**config.mk**
```make
export PLATFORM = sky130hd
export DESIGN_NAME = battery_overcurrent_and_bus_select_core
export DESIGN_NICKNAME = d
export VERILOG_FILES = /design/src/rtl/bocbs_pkg.sv /design/src/rtl/battery_overcurrent_and_bus_select_core.sv /design/src/rtl/bocbs_csr.sv /design/src/rtl/bocbs_tick.sv
export SDC_FILE = /design/constraint.sdc
export NUM_CORES = 1
export LEC_CHECK = 0
export ABC_AREA = 1
export BUFFER_PORTS_ARGS = -buffer_cell sky130_fd_sc_hd__buf_2
export CORE_ASPECT_RATIO = 2
export CORE_MARGIN = 3
export CORE_UTILIZATION = 64
export CTS_BUF_LIST = sky130_fd_sc_hd__clkbuf_4 sky130_fd_sc_hd__clkbuf_8 sky130_fd_sc_hd__clkbuf_16
export DETAILED_ROUTE_END_ITERATION = 10
export MAX_ROUTING_LAYER = met4
export PLACE_DENSITY = 0.82
export RECOVER_POWER = 25
export SLEW_MARGIN = 30
export SYNTH_ARGS = -nofsm -noshare
export SYNTH_HDL_FRONTEND = slang
export SYNTH_HIERARCHICAL = 1
export SYNTH_SLANG_ARGS = --single-unit
```
**constraint.sdc**
```tcl
create_clock -name clock -period 10.1 [get_ports clock]
set_input_delay 0.505 -clock clock [delete_from_list [all_inputs] [get_ports clock]]
set_output_delay 0.505 -clock clock [all_outputs]
set_load 0.02 [all_outputs]
```
**src/rtl/bocbs_pkg.sv**
```systemverilog
// ----------------------------------------------------------------------------
// bocbs_pkg
// Shared types, constants and helpers for the battery overcurrent and bus
// select core.
// ----------------------------------------------------------------------------
`default_nettype none

package bocbs_pkg;

   typedef struct packed {
      logic [11:0] current_a;
      logic [11:0] current_b;
      logic [15:0] charger_code;
   } req_type;

   typedef struct packed {
      logic [1:0] active_side;
      logic       overcurrent;
   } rsp_type;

   // live configuration as seen by the tick logic
   typedef struct packed {
      logic [11:0] trig_counts;
      logic [11:0] rel_counts;
      logic [15:0] trig_dur_ms;
      logic [15:0] rel_dur_ms;
      logic [15:0] poll_ms;
      logic [15:0] side_sw_ms;
   } cfg_type;

   localparam logic [15:0] CHARGER_CODE = 16'hDADA;

   localparam logic [1:0] SIDE_A    = 2'd0;
   localparam logic [1:0] SIDE_B    = 2'd1;
   localparam logic [1:0] SIDE_BOTH = 2'd2;

   localparam int         ADDR_W = 5;
   localparam logic [2:0] REG_TRIG_TH  = 3'd0;
   localparam logic [2:0] REG_REL_TH   = 3'd1;
   localparam logic [2:0] REG_TRIG_DUR = 3'd2;
   localparam logic [2:0] REG_REL_DUR  = 3'd3;
   localparam logic [2:0] REG_POLL     = 3'd4;
   localparam logic [2:0] REG_SIDE_SW  = 3'd5;

   localparam logic [15:0] RST_TRIG_TH  = 16'd8000;
   localparam logic [15:0] RST_REL_TH   = 16'd6000;
   localparam logic [15:0] RST_TRIG_DUR = 16'd10;
   localparam logic [15:0] RST_REL_DUR  = 16'd100;
   localparam logic [15:0] RST_POLL     = 16'd10;
   localparam logic [15:0] RST_SIDE_SW  = 16'd10000;

   // floor(x / 1000) for 16-bit x as (x * 67109) >> 26
   localparam logic [16:0] MA_RECIP       = 17'd67109;
   localparam int          MA_RECIP_SHIFT = 26;
   localparam logic [5:0]  COUNTS_PER_AMP = 6'd34;

   function automatic logic [11:0] ma_to_counts(input logic [15:0] ma);
      logic [32:0] prod;
      logic [6:0]  amps;
      logic [12:0] counts;
      prod   = {17'd0, ma} * {16'd0, MA_RECIP};
      amps   = prod[MA_RECIP_SHIFT +: 7];
      counts = {6'd0, amps} * {7'd0, COUNTS_PER_AMP};
      return counts[11:0];
   endfunction

endpackage

`default_nettype wire

```
**src/rtl/battery_overcurrent_and_bus_select_core.sv**
```systemverilog
// ----------------------------------------------------------------------------
// battery_overcurrent_and_bus_select_core
// Overcurrent detector with hysteresis and charging-time bus side selector,
// one poll tick per word.
//
//   channel  direction  signals                         payload
//   req      in         req_valid / req_ready           req_data  (req_type)
//   rsp      out        rsp_valid / rsp_ready           rsp_data  (rsp_type)
//   csr      in/out     csr_psel / csr_penable / ...    16-bit registers
//
// One word per cycle sustained while the result side is not stalled; an accepted word
// reaches rsp_valid through the input register, then the tick update into the result register.
// The state update with one shared 16x16 multiplier sets the rate.
// Synchronous reset restores register defaults and clears all counters.
// A stalled result holds both stages; req_ready drops only when both are full.
// ----------------------------------------------------------------------------
`default_nettype none

module battery_overcurrent_and_bus_select_core (
   input  wire logic                         clock,
   input  wire logic                         reset,
   input  wire logic                         req_valid,
   output logic                              req_ready,
   input  wire bocbs_pkg::req_type           req_data,
   output logic                              rsp_valid,
   input  wire logic                         rsp_ready,
   output bocbs_pkg::rsp_type                rsp_data,
   input  wire logic                         csr_psel,
   input  wire logic                         csr_penable,
   input  wire logic                         csr_pwrite,
   input  wire logic [bocbs_pkg::ADDR_W-1:0] csr_paddr,
   input  wire logic [31:0]                  csr_pwdata,
   output logic      [31:0]                  csr_prdata,
   output logic                              csr_pready
);
   import bocbs_pkg::*;

   cfg_type cfg;
   rsp_type tick_result;

   logic    in_valid_ff, in_valid_in;
   req_type in_data_ff,  in_data_in;
   logic    out_valid_ff, out_valid_in;
   rsp_type out_data_ff,  out_data_in;
   logic    out_free;
   logic    adv;
   logic    req_fire;

   bocbs_csr u_csr (
      .clock       (clock),
      .reset       (reset),
      .csr_psel    (csr_psel),
      .csr_penable (csr_penable),
      .csr_pwrite  (csr_pwrite),
      .csr_paddr   (csr_paddr),
      .csr_pwdata  (csr_pwdata),
      .csr_prdata  (csr_prdata),
      .csr_pready  (csr_pready),
      .cfg         (cfg)
   );

   bocbs_tick u_tick (
      .clock  (clock),
      .reset  (reset),
      .step   (adv),
      .item   (in_data_ff),
      .cfg    (cfg),
      .result (tick_result)
   );

   assign out_free  = !out_valid_ff || rsp_ready;
   assign adv       = in_valid_ff && out_free;
   assign req_ready = !in_valid_ff || adv;
   assign req_fire  = req_valid && req_ready;

   always_comb begin
      in_valid_in = in_valid_ff;
      in_data_in  = in_data_ff;
      if (req_fire) begin
         in_valid_in = 1'b1;
         in_data_in  = req_data;
      end else if (adv) begin
         in_valid_in = 1'b0;
      end
   end

   always_comb begin
      out_valid_in = out_valid_ff;
      out_data_in  = out_data_ff;
      if (adv) begin
         out_valid_in = 1'b1;
         out_data_in  = tick_result;
      end else if (rsp_ready) begin
         out_valid_in = 1'b0;
      end
   end

   always_ff @(posedge clock) begin
      if (reset) begin
         in_valid_ff  <= 1'b0;
         out_valid_ff <= 1'b0;
      end else begin
         in_valid_ff  <= in_valid_in;
         out_valid_ff <= out_valid_in;
      end
   end

   always_ff @(posedge clock) begin
      in_data_ff  <= in_data_in;
      out_data_ff <= out_data_in;
   end

   assign rsp_valid = out_valid_ff;
   assign rsp_data  = out_data_ff;

`ifndef SYNTHESIS
   a_every_step_gives_result: assert property (@(posedge clock) disable iff (reset)
      adv |=> rsp_valid)
      else $error("tick processed without a result word");

   a_held_word_kept: assert property (@(posedge clock) disable iff (reset)
      in_valid_ff && !adv |=> in_valid_ff && $stable(in_data_ff))
      else $error("waiting input word lost or changed");

   a_charging_side: assert property (@(posedge clock) disable iff (reset)
      adv && (in_data_ff.charger_code == CHARGER_CODE)
      |=> rsp_data.active_side != SIDE_BOTH)
      else $error("charging tick enabled both sides");

   a_normal_side: assert property (@(posedge clock) disable iff (reset)
      adv && (in_data_ff.charger_code != CHARGER_CODE)
      |=> rsp_data.active_side == SIDE_BOTH)
      else $error("non-charging tick did not enable both sides");
`endif

endmodule

`default_nettype wire

```
**src/rtl/bocbs_csr.sv**
```systemverilog
// ----------------------------------------------------------------------------
// bocbs_csr
// Configuration registers behind the APB-style port; thresholds are kept in
// mA for readback and in converter counts for the tick logic.
// ----------------------------------------------------------------------------
`default_nettype none

module bocbs_csr (
   input  wire logic                        clock,
   input  wire logic                        reset,
   input  wire logic                        csr_psel,
   input  wire logic                        csr_penable,
   input  wire logic                        csr_pwrite,
   input  wire logic [bocbs_pkg::ADDR_W-1:0] csr_paddr,
   input  wire logic [31:0]                 csr_pwdata,
   output logic      [31:0]                 csr_prdata,
   output logic                             csr_pready,
   output bocbs_pkg::cfg_type               cfg
);
   import bocbs_pkg::*;

   logic [15:0] trig_th_ff,  trig_th_in;
   logic [15:0] rel_th_ff,   rel_th_in;
   logic [15:0] trig_dur_ff, trig_dur_in;
   logic [15:0] rel_dur_ff,  rel_dur_in;
   logic [15:0] poll_ff,     poll_in;
   logic [15:0] side_sw_ff,  side_sw_in;
   logic [11:0] trig_cnt_ff, trig_cnt_in;
   logic [11:0] rel_cnt_ff,  rel_cnt_in;
   logic        wr_en;
   logic [2:0]  idx;
   logic [15:0] wval;

   assign csr_pready = 1'b1;
   assign wr_en      = csr_psel && csr_penable && csr_pwrite;
   assign idx        = csr_paddr[4:2];
   assign wval       = csr_pwdata[15:0];

   always_comb begin
      trig_th_in  = trig_th_ff;
      rel_th_in   = rel_th_ff;
      trig_dur_in = trig_dur_ff;
      rel_dur_in  = rel_dur_ff;
      poll_in     = poll_ff;
      side_sw_in  = side_sw_ff;
      trig_cnt_in = trig_cnt_ff;
      rel_cnt_in  = rel_cnt_ff;
      if (wr_en) begin
         unique case (idx)
            REG_TRIG_TH: begin
               trig_th_in  = wval;
               trig_cnt_in = ma_to_counts(wval);
            end
            REG_REL_TH: begin
               rel_th_in  = wval;
               rel_cnt_in = ma_to_counts(wval);
            end
            REG_TRIG_DUR: trig_dur_in = wval;
            REG_REL_DUR:  rel_dur_in  = wval;
            REG_POLL:     poll_in     = wval;
            REG_SIDE_SW:  side_sw_in  = wval;
            default: ;
         endcase
      end
   end

   always_ff @(posedge clock) begin
      if (reset) begin
         trig_th_ff  <= RST_TRIG_TH;
         rel_th_ff   <= RST_REL_TH;
         trig_dur_ff <= RST_TRIG_DUR;
         rel_dur_ff  <= RST_REL_DUR;
         poll_ff     <= RST_POLL;
         side_sw_ff  <= RST_SIDE_SW;
         trig_cnt_ff <= ma_to_counts(RST_TRIG_TH);
         rel_cnt_ff  <= ma_to_counts(RST_REL_TH);
      end else begin
         trig_th_ff  <= trig_th_in;
         rel_th_ff   <= rel_th_in;
         trig_dur_ff <= trig_dur_in;
         rel_dur_ff  <= rel_dur_in;
         poll_ff     <= poll_in;
         side_sw_ff  <= side_sw_in;
         trig_cnt_ff <= trig_cnt_in;
         rel_cnt_ff  <= rel_cnt_in;
      end
   end

   always_comb begin
      unique case (idx)
         REG_TRIG_TH:  csr_prdata = {16'd0, trig_th_ff};
         REG_REL_TH:   csr_prdata = {16'd0, rel_th_ff};
         REG_TRIG_DUR: csr_prdata = {16'd0, trig_dur_ff};
         REG_REL_DUR:  csr_prdata = {16'd0, rel_dur_ff};
         REG_POLL:     csr_prdata = {16'd0, poll_ff};
         REG_SIDE_SW:  csr_prdata = {16'd0, side_sw_ff};
         default:      csr_prdata = 32'd0;
      endcase
   end

   assign cfg.trig_counts = trig_cnt_ff;
   assign cfg.rel_counts  = rel_cnt_ff;
   assign cfg.trig_dur_ms = trig_dur_ff;
   assign cfg.rel_dur_ms  = rel_dur_ff;
   assign cfg.poll_ms     = poll_ff;
   assign cfg.side_sw_ms  = side_sw_ff;

endmodule

`default_nettype wire

```
**src/rtl/bocbs_tick.sv**
```systemverilog
// ----------------------------------------------------------------------------
// bocbs_tick
// Per-tick state update: charge timer and side toggle, spike and recover
// counters, overcurrent flag with hysteresis.
// ----------------------------------------------------------------------------
`default_nettype none

module bocbs_tick (
   input  wire logic               clock,
   input  wire logic               reset,
   input  wire logic               step,
   input  wire bocbs_pkg::req_type item,
   input  wire bocbs_pkg::cfg_type cfg,
   output bocbs_pkg::rsp_type      result
);
   import bocbs_pkg::*;

   logic [15:0] spike_ff,  spike_in;
   logic [15:0] recover_ff, recover_in;
   logic [15:0] charge_ff, charge_in;
   logic        side_b_ff, side_b_in;
   logic        flag_ff,   flag_in;

   logic        charging;
   logic        spike_hit;
   logic        all_low;
   logic [15:0] spike_inc;
   logic [15:0] recover_inc;
   logic [15:0] charge_inc;
   logic [15:0] mul_cnt;
   logic [15:0] limit;
   logic [31:0] elapsed;
   logic        reach;
   logic        exceed;

   assign charging    = item.charger_code == CHARGER_CODE;
   assign spike_hit   = (item.current_a >= cfg.trig_counts) ||
                        (item.current_b >= cfg.trig_counts);
   assign all_low     = (item.current_a <= cfg.rel_counts) &&
                        (item.current_b <= cfg.rel_counts);
   assign spike_inc   = (spike_ff == 16'hFFFF)   ? spike_ff   : spike_ff + 16'd1;
   assign recover_inc = (recover_ff == 16'hFFFF) ? recover_ff : recover_ff + 16'd1;
   assign charge_inc  = (charge_ff == 16'hFFFF)  ? charge_ff  : charge_ff + 16'd1;

   // one shared multiplier for whichever duration applies this tick
   always_comb begin
      priority if (charging) begin
         mul_cnt = charge_inc;
         limit   = cfg.side_sw_ms;
      end else if (spike_hit) begin
         mul_cnt = spike_inc;
         limit   = cfg.trig_dur_ms;
      end else begin
         mul_cnt = recover_inc;
         limit   = cfg.rel_dur_ms;
      end
   end

   assign elapsed = {16'd0, mul_cnt} * {16'd0, cfg.poll_ms};
   assign reach   = elapsed >= {16'd0, limit};
   assign exceed  = elapsed >  {16'd0, limit};

   always_comb begin
      spike_in   = spike_ff;
      recover_in = recover_ff;
      charge_in  = charge_ff;
      side_b_in  = side_b_ff;
      flag_in    = flag_ff;
      priority if (charging) begin
         if (exceed) begin
            side_b_in = !side_b_ff;
            charge_in = 16'd0;
         end else begin
            charge_in = charge_inc;
         end
      end else if (spike_hit) begin
         spike_in   = spike_inc;
         recover_in = 16'd0;
         if (reach) begin
            flag_in = 1'b1;
         end
      end else begin
         recover_in = recover_inc;
         if (all_low) begin
            spike_in = 16'd0;
         end
         if (reach) begin
            flag_in = 1'b0;
         end
      end
   end

   always_ff @(posedge clock) begin
      if (reset) begin
         spike_ff   <= 16'd0;
         recover_ff <= 16'd0;
         charge_ff  <= 16'd0;
         side_b_ff  <= 1'b0;
         flag_ff    <= 1'b0;
      end else if (step) begin
         spike_ff   <= spike_in;
         recover_ff <= recover_in;
         charge_ff  <= charge_in;
         side_b_ff  <= side_b_in;
         flag_ff    <= flag_in;
      end
   end

   always_comb begin
      if (charging) begin
         result.active_side = side_b_in ? SIDE_B : SIDE_A;
      end else begin
         result.active_side = SIDE_BOTH;
      end
      result.overcurrent = flag_in;
   end

endmodule

`default_nettype wire

```
==> results.ini, run 1 <==
[drt]
vias = 22500
routed_via_density = 5.77
first_pass_iters = 8
drc_errors = 0
wl_mm = 76.1
first_iter_violations = 1678
wl_per_cell_um = 19.5
drtAntennaViolNets = 0

[grt]
grt_pass1_wl_mm = 119
grt_max_degree = 104
gr-usage-all-layers = 0.374
overflow = 0
grt_pass1_vias = 23500
antenna_found_initial = 0

[cells_and_area]
fin_nets = 3995
diodes = 0
synthToLayoutAreaGrowth_pct = 5.39
drive_gt1_frac = 0.0692

[synthesis]
async_flop_share = 0
synthCells = 3334
synth_area_um2 = 24700
ys.flop_type = dfxtp_1
avgSynthCellArea_um2 = 7.42
synth_edf_count = 43
synth_seq_area_share = 0.190
synth_cell_types = 59
synth_warnings = 6
synth-seq-cells = 213

[worst_setup_path]
path_common_cell = nand2_1
critPathBufInv = 8
cpPeakStageDelay_ps = 640
cp_max_fo = 28
critPathSlowestCell = fa_1
arrival_ps = 9700
end_kind = register
required_ps = 10350
start_kind = register
critPathTopFamily = adder cells
crit_type = register to register

[die]
dieHeight_um = 284
die-area_um2 = 41200
rows = 101
start_util = 0.650
die_w_um = 145
core_um2 = 38000
io_pins = 122

[clock_network]
cts.clk_slew.worst_paths_ps = 70
cts_hold_buf = 0
cts_resized = 0
clock-root-buffer = clkbuf_16
cts_buffers = 20
clk_path_buf_depth = 3
htree_levels = 1
cts_tree = done
clk_latency_ps = 520
clkSinkCount = 213
post_cts_buffers = 0

[sta]
relSlewSlack = -0.607
fin_skew_ps = 17.7
finalSetupViolCount = 0
tightest_slew_ps = 2410
fmax_ghz = 0.106
hold_viol = 0
post-route-min-period_ps = 9450
finalSetupTns_ps = 0
maxSlewViolCount = 92
rsz0062_at_grt = false
finalCritPeriodShare = 0.936
whs_ps = 158

[job]
max-cap-violations = 2

[place]
io_buffer_count = 86
place_congestion = 1.05
hpwl_mm = 62.2

[power_and_ir_drop]
worst_ir_drop_vdd_v = 0.000169
p_leak_nw = 13.5
p_per_area_nw_per_um2 = 103
total_power_mw = 2.67

[status]
outcome = complete, but fails checks
violations = max-capacitance violations, max-slew violations

[hold_path]
hp-class = input port to register

-- cell usage after synthesis (19+ instances only) --
cell / n / area share
buf_2: 24 / 0.0049
nor3_1: 22 / 0.0045
o21ai_0: 129 / 0.026
edfxtp_1: 43 / 0.052
nand2_1: 742 / 0.11
fa_1: 234 / 0.19
nand2_2: 19 / 0.0048
inv_2: 24 / 0.0036
dfxtp_1: 170 / 0.14
ha_1: 307 / 0.16
xor2_1: 38 / 0.013
a21oi_1: 172 / 0.035
o21ai_1: 23 / 0.0047
buf_4: 25 / 0.0076
inv_1: 590 / 0.090
clkbuf_1: 45 / 0.0068
nand3_1: 129 / 0.026
nor2_1: 372 / 0.056
nand4_1: 45 / 0.011
-- sequential cells by signal, summed over array words and instances, names as in the netlist --
register           cells
rsp_valid              1
u_tick/recover_ff     16
u_tick/flag_ff         1
u_tick/side_b_ff       1
u_csr/poll_ff         16
u_csr/rel_th_ff       16
in_data_ff            40
u_csr/side_sw_ff      16
u_tick/spike_ff       16
rsp_data               3
u_csr/trig_cnt_ff     11
u_csr/rel_dur_ff      16
u_csr/trig_dur_ff     16
u_tick/charge_ff      16
in_valid_ff            1
u_csr/trig_th_ff      16
u_csr/rel_cnt_ff      11
-- kinds of logic after synthesis --
| family | after synthesis | share of synthesized area |
|---|---|---|
| compound gates | 404 | 0.0913 |
| simple gates | 1397 | 0.240 |
| buf+inv | 727 | 0.117 |
| other cells | 2 | 0.000304 |
| fa+ha+maj | 541 | 0.345 |
| flops | 213 | 0.190 |
| xor+xnor | 50 | 0.0177 |
-- worst reg2reg max path: cells and delay by family (launching register included) --
kind | cells | cell delay (ps)
compound gates | 6 | 880
xor+xnor | 1 | 300
fa+ha+maj | 9 | 4170
buf+inv | 8 | 980
flops | 1 | 340
simple gates | 17 | 2490
-- power by group --
group	total (mW)	switching, mW	internal (mW)
clock	0.734	0.342	0.393
sequential	0.914	0.0213	0.892
combinational	1.03	0.672	0.354
total	2.67	1.03	1.64
-- placed cells by master, fill, tap and decap left out, types with 4 or more instances in the layout --
cell       instances
a21oi_1          172
a21oi_2            7
a221oi_1           4
a22o_1            14
a22oi_1           14
and2_1             7
buf_2             82
buf_4             18
clkbuf_1           6
clkbuf_16         20
clkinv_1           4
conb_1            19
dfxtp_1          170
edfxtp_1          43
fa_1             234
ha_1             307
inv_1            590
inv_2             25
nand2_1          742
nand2_2           19
nand2_4            5
nand3_1          130
nand3b_1           7
nand4_1           45
nor2_1           371
nor2_2            15
nor3_1            22
nor3_4             5
o211ai_1          18
o21ai_0          129
o21ai_1           23
o21bai_1           6
or2_2              9
xnor2_1           12
xor2_1            38
-- stage by stage --
| step | cell area, um2 | util | setup WS, ps | cells |
|---|---|---|---|---|
| 3_3_place_gp | 25500 | 0.670 | 802 | 3863 |
| 5_1_grt | 26100 | 0.686 | 220 | 3898 |
| 6_report | 26100 | 0.686 | 648 | 3898 |
| 3_5_place_dp | 25500 | 0.670 | 767 | 3863 |
| 2_1_floorplan | 24800 | - | 2200 | 3351 |
| 4_1_cts | 26100 | 0.686 | 707 | 3898 |
-- layout make-up --
cell class | count | area, um2
Sequential cell | 213 | 4690
Inverter | 618 | 2320
Clock inverter | 10 | 73.8
Tap cell | 515 | 644
Clock buffer | 25 | 551
Multi-Input combinational cell | 2411 | 17200
Timing Repair Buffer | 106 | 568
Fill cell | 3300 | 12000
-- routing by layer --
layer	up-vias	track usage	part of all wire
met5	-	-	0
met4	0	0.339	0.11
met3	419	0.0413	0.051
met2	971	0.678	0.52
met1	10600	0.337	0.31
li1	10500	-	-
-- path summary, 6_finish.rpt --
| check | start | to | slack, ps | cells past startpoint |
|---|---|---|---|---|
| setup / recovery | u_csr/trig_cnt_ff[1] | rsp_data[1] | 650 | 41 |
| hold / removal | req_data[37] | in_data_ff[37] | 160 | 1 |
| setup reg to reg | u_csr/trig_cnt_ff[1] | rsp_data[1] | 650 | 41 |
| hold reg to reg | u_csr/trig_cnt_ff[8] | u_csr/trig_cnt_ff[8] | 470 | 2 |
(Power assumes the default switching activity.)
==> inputs of run 2 (changes only) <==
--- a/config.mk
+++ b/config.mk
@@ -5,7 +5,7 @@
 export SDC_FILE = /design/constraint.sdc
 export NUM_CORES = 1
 export LEC_CHECK = 0
-export ABC_AREA = 1
+export ABC_AREA = 0
 export BUFFER_PORTS_ARGS = -buffer_cell sky130_fd_sc_hd__buf_2
 export CORE_ASPECT_RATIO = 2
 export CORE_MARGIN = 3
==> results.ini, run 2 <==
[power_and_ir_drop]
combPwrFrac = 0.320  ; -0.064
seq_power_share = 0.356  ; +0.014
p_int_mw = 1.67  ; +1.9%
p_per_area_nw_per_um2 = 97.1  ; -5.3%
power.share.clock = 0.324  ; +0.049
worst_ir_drop_vdd_v = 0.000162  ; -3.7%
swShare = 0.338  ; -0.0489
p_leak_nw = 12.1  ; -9.9%
power.net_switching_mw = 0.853  ; -18%

[drt]
drc_errors = 0  ; unchanged
wl_met1_mm = 23.4  ; -1.2%
first_iter_violations = 1603  ; -4.5%
vias = 21000  ; -6.6%
first_pass_iters = 8  ; unchanged
highest_layer = met4
wl_mm = 69.9  ; -8.0%
drtAntennaViolNets = 0  ; unchanged
wl_per_cell_um = 20.9  ; +7.3%
dr_wl_met3_mm = 3.86  ; -0.46%
routed_via_density = 6.29  ; +9.0%
wl_met2_mm = 37.1  ; -6.8%

[worst_setup_path]
critPathSlowestCell = or4_1
arrival_ps = 9970  ; +270 ps
critPathBufInv = 6  ; -2
start_kind = register
path_common_cell = fa_1
critPathTopFamily = adder cells
required_ps = 10380  ; +30 ps
r2r_slack_ps = 400  ; -240 ps
end_kind = register
cpPeakStageDelay_ps = 570  ; -70 ps
cp_max_fo = 10  ; -64%
crit_type = register to register

[die]
rows = 100  ; -0.99%
core_um2 = 37400  ; -1.6%
io_pins = 122  ; unchanged
die-area_um2 = 40600  ; -1.5%
die_w_um = 144  ; -0.74%
start_util = 0.651  ; +0.000665
dieHeight_um = 282  ; -0.76%

[grt]
gr-usage-all-layers = 0.356  ; -0.0184
grt_pass1_wl_mm = 111  ; -6.7%
antenna_found_initial = 0  ; unchanged
overflow = 0  ; unchanged
grt_pass1_vias = 22200  ; -5.6%
grt_max_degree = 95  ; -8.7%

[clock_network]
clkSinkCount = 213  ; unchanged
clk_latency_ps = 530  ; about the same
cts_hold_buf = 0  ; unchanged
cts.clk_slew.worst_paths_ps = 70  ; about the same
clk_path_buf_depth = 3  ; unchanged
cts_tree = done
cts_resized = 0  ; unchanged
htree_levels = 1  ; unchanged
post_cts_buffers = 0  ; unchanged
clock-root-buffer = clkbuf_16
cts_buffers = 21  ; +5.0%

[synthesis]
avgSynthCellArea_um2 = 8.62  ; +16%
synth_area_um2 = 24400  ; -1.5%
yosysTopAreaCell = fa_1
synth.cells.most_frequent = nand2_1, inv_1, ha_1, fa_1, a21oi_1
synth_cell_types = 102  ; +73%
synth_seq_area_share = 0.193  ; +0.00298
async_flop_share = 0  ; unchanged
synth_edf_count = 43  ; unchanged
synth-seq-cells = 213  ; unchanged
synth_warnings = 6  ; unchanged
synth_top_area_frac = 0.192  ; +0.00298
ys.flop_type = dfxtp_1
yosysMostFrequentCell = nand2_1
yosys-top-cells-area = fa_1, ha_1, dfxtp_1, nand2_1, edfxtp_1
synthCells = 2826  ; -15%

[hold_path]
hp-class = input port to register

[status]
outcome = complete, but fails checks
violations = max-capacitance violations, max-slew violations

[place]
hpwl_mm = 53.4  ; -14%
io_buffer_count = 86  ; unchanged
place_congestion = 0.954  ; -9.3%
place_area_um2 = 25200  ; -0.88%

[cells_and_area]
largest_register = in_data_ff
largest_reg_flops = 40  ; unchanged
layout_commonest_cell = nand2_1
layout_common_cells = nand2_1, inv_1, ha_1, fa_1, a21oi_1
design_area_um2 = 26000  ; -0.38%
drive_gt1_frac = 0.104  ; +0.0353
fin_nets = 3492  ; -13%
synthToLayoutAreaGrowth_pct = 6.64

[sta]
tightest_slew_ps = 2460  ; +54.2 ps
hold_viol = 0  ; unchanged
fmax_ghz = 0.103  ; -2.5%
post-route-min-period_ps = 9700  ; +243 ps
finalSetupViolCount = 0  ; unchanged
maxSlewViolCount = 95  ; +3.3%
fin_skew_ps = 24.2  ; +6.48 ps
finalSetupTns_ps = 0  ; unchanged
relSlewSlack = -0.644  ; -0.0371
finalCritPeriodShare = 0.960  ; +0.0241

[job]
max-cap-violations = 2  ; unchanged

==> run 2: final cells by class <==
| class | count | area, um2 |
|---|---|---|
| clock inverter | 14 | 143 |
| antenna | 1 | 2.50 |
| tap | 459 | 574 |
| timing repair buffer | 162 | 1020 |
| clock buffer | 24 | 561 |
| inverter | 342 | 1280 |
| fill | 2970 | 11400 |
| sequential | 213 | 4710 |
| multi-input combinational | 2127 | 17700 |
==> run 2: logic make-up after synthesis <==
group,count (synthesis),synth area share
buffers and inverters,503,0.0858
and+or+nand+nor,982,0.198
muxes,16,0.00699
DFF,213,0.193
xor gates and xnor gates,54,0.0194
adders and majority gates,541,0.350
AOI/OAI and AO/OA,515,0.147
other,2,0.000308
==> run 2: path summary, 6_finish.rpt <==
| check | startpoint | end | cells past startpoint |
|---|---|---|---|
| max | u_tick/recover_ff[6] | rsp_data[0] | 35 |
| max reg2reg | u_tick/recover_ff[6] | rsp_data[0] | 35 |
| min | req_data[21] | in_data_ff[21] | 1 |
| min reg2reg | u_csr/trig_th_ff[4] | u_csr/trig_th_ff[4] | 2 |
==> run 2: metal layers <==
layer / GRT usage / up-vias
met5: - / -
met4: 0.241 / 0
met3: 0.0402 / 330
met2: 0.635 / 896
met1: 0.355 / 10200
li1: - / 9590
==> run 2: metrics by stage <==
stage | util | power (mW) | setup slack (ps) | cells | hold slack [ps]
2_1_floorplan | - | 1.48 | 840 | 2843 | 435
3_3_place_gp | 0.675 | 1.67 | 350 | 3303 | 441
3_5_place_dp | 0.675 | 1.71 | 246 | 3303 | 448
4_1_cts | 0.694 | 2.53 | 201 | 3341 | 127
5_1_grt | 0.694 | 2.67 | -6.11 | 3341 | 130
6_report | 0.694 | 2.52 | 404 | 3342 | 144
==> run 2: power groups by stage <==
stage               Sequential [mW]  Combinational (mW)  Clock (mW)
floorplan                     0.912               0.568           0
global placement              0.916               0.755           0
detailed placement            0.917               0.796           0
CTS                           0.898               0.801       0.829
global route                  0.900               0.910       0.862
finish                        0.898               0.808       0.816
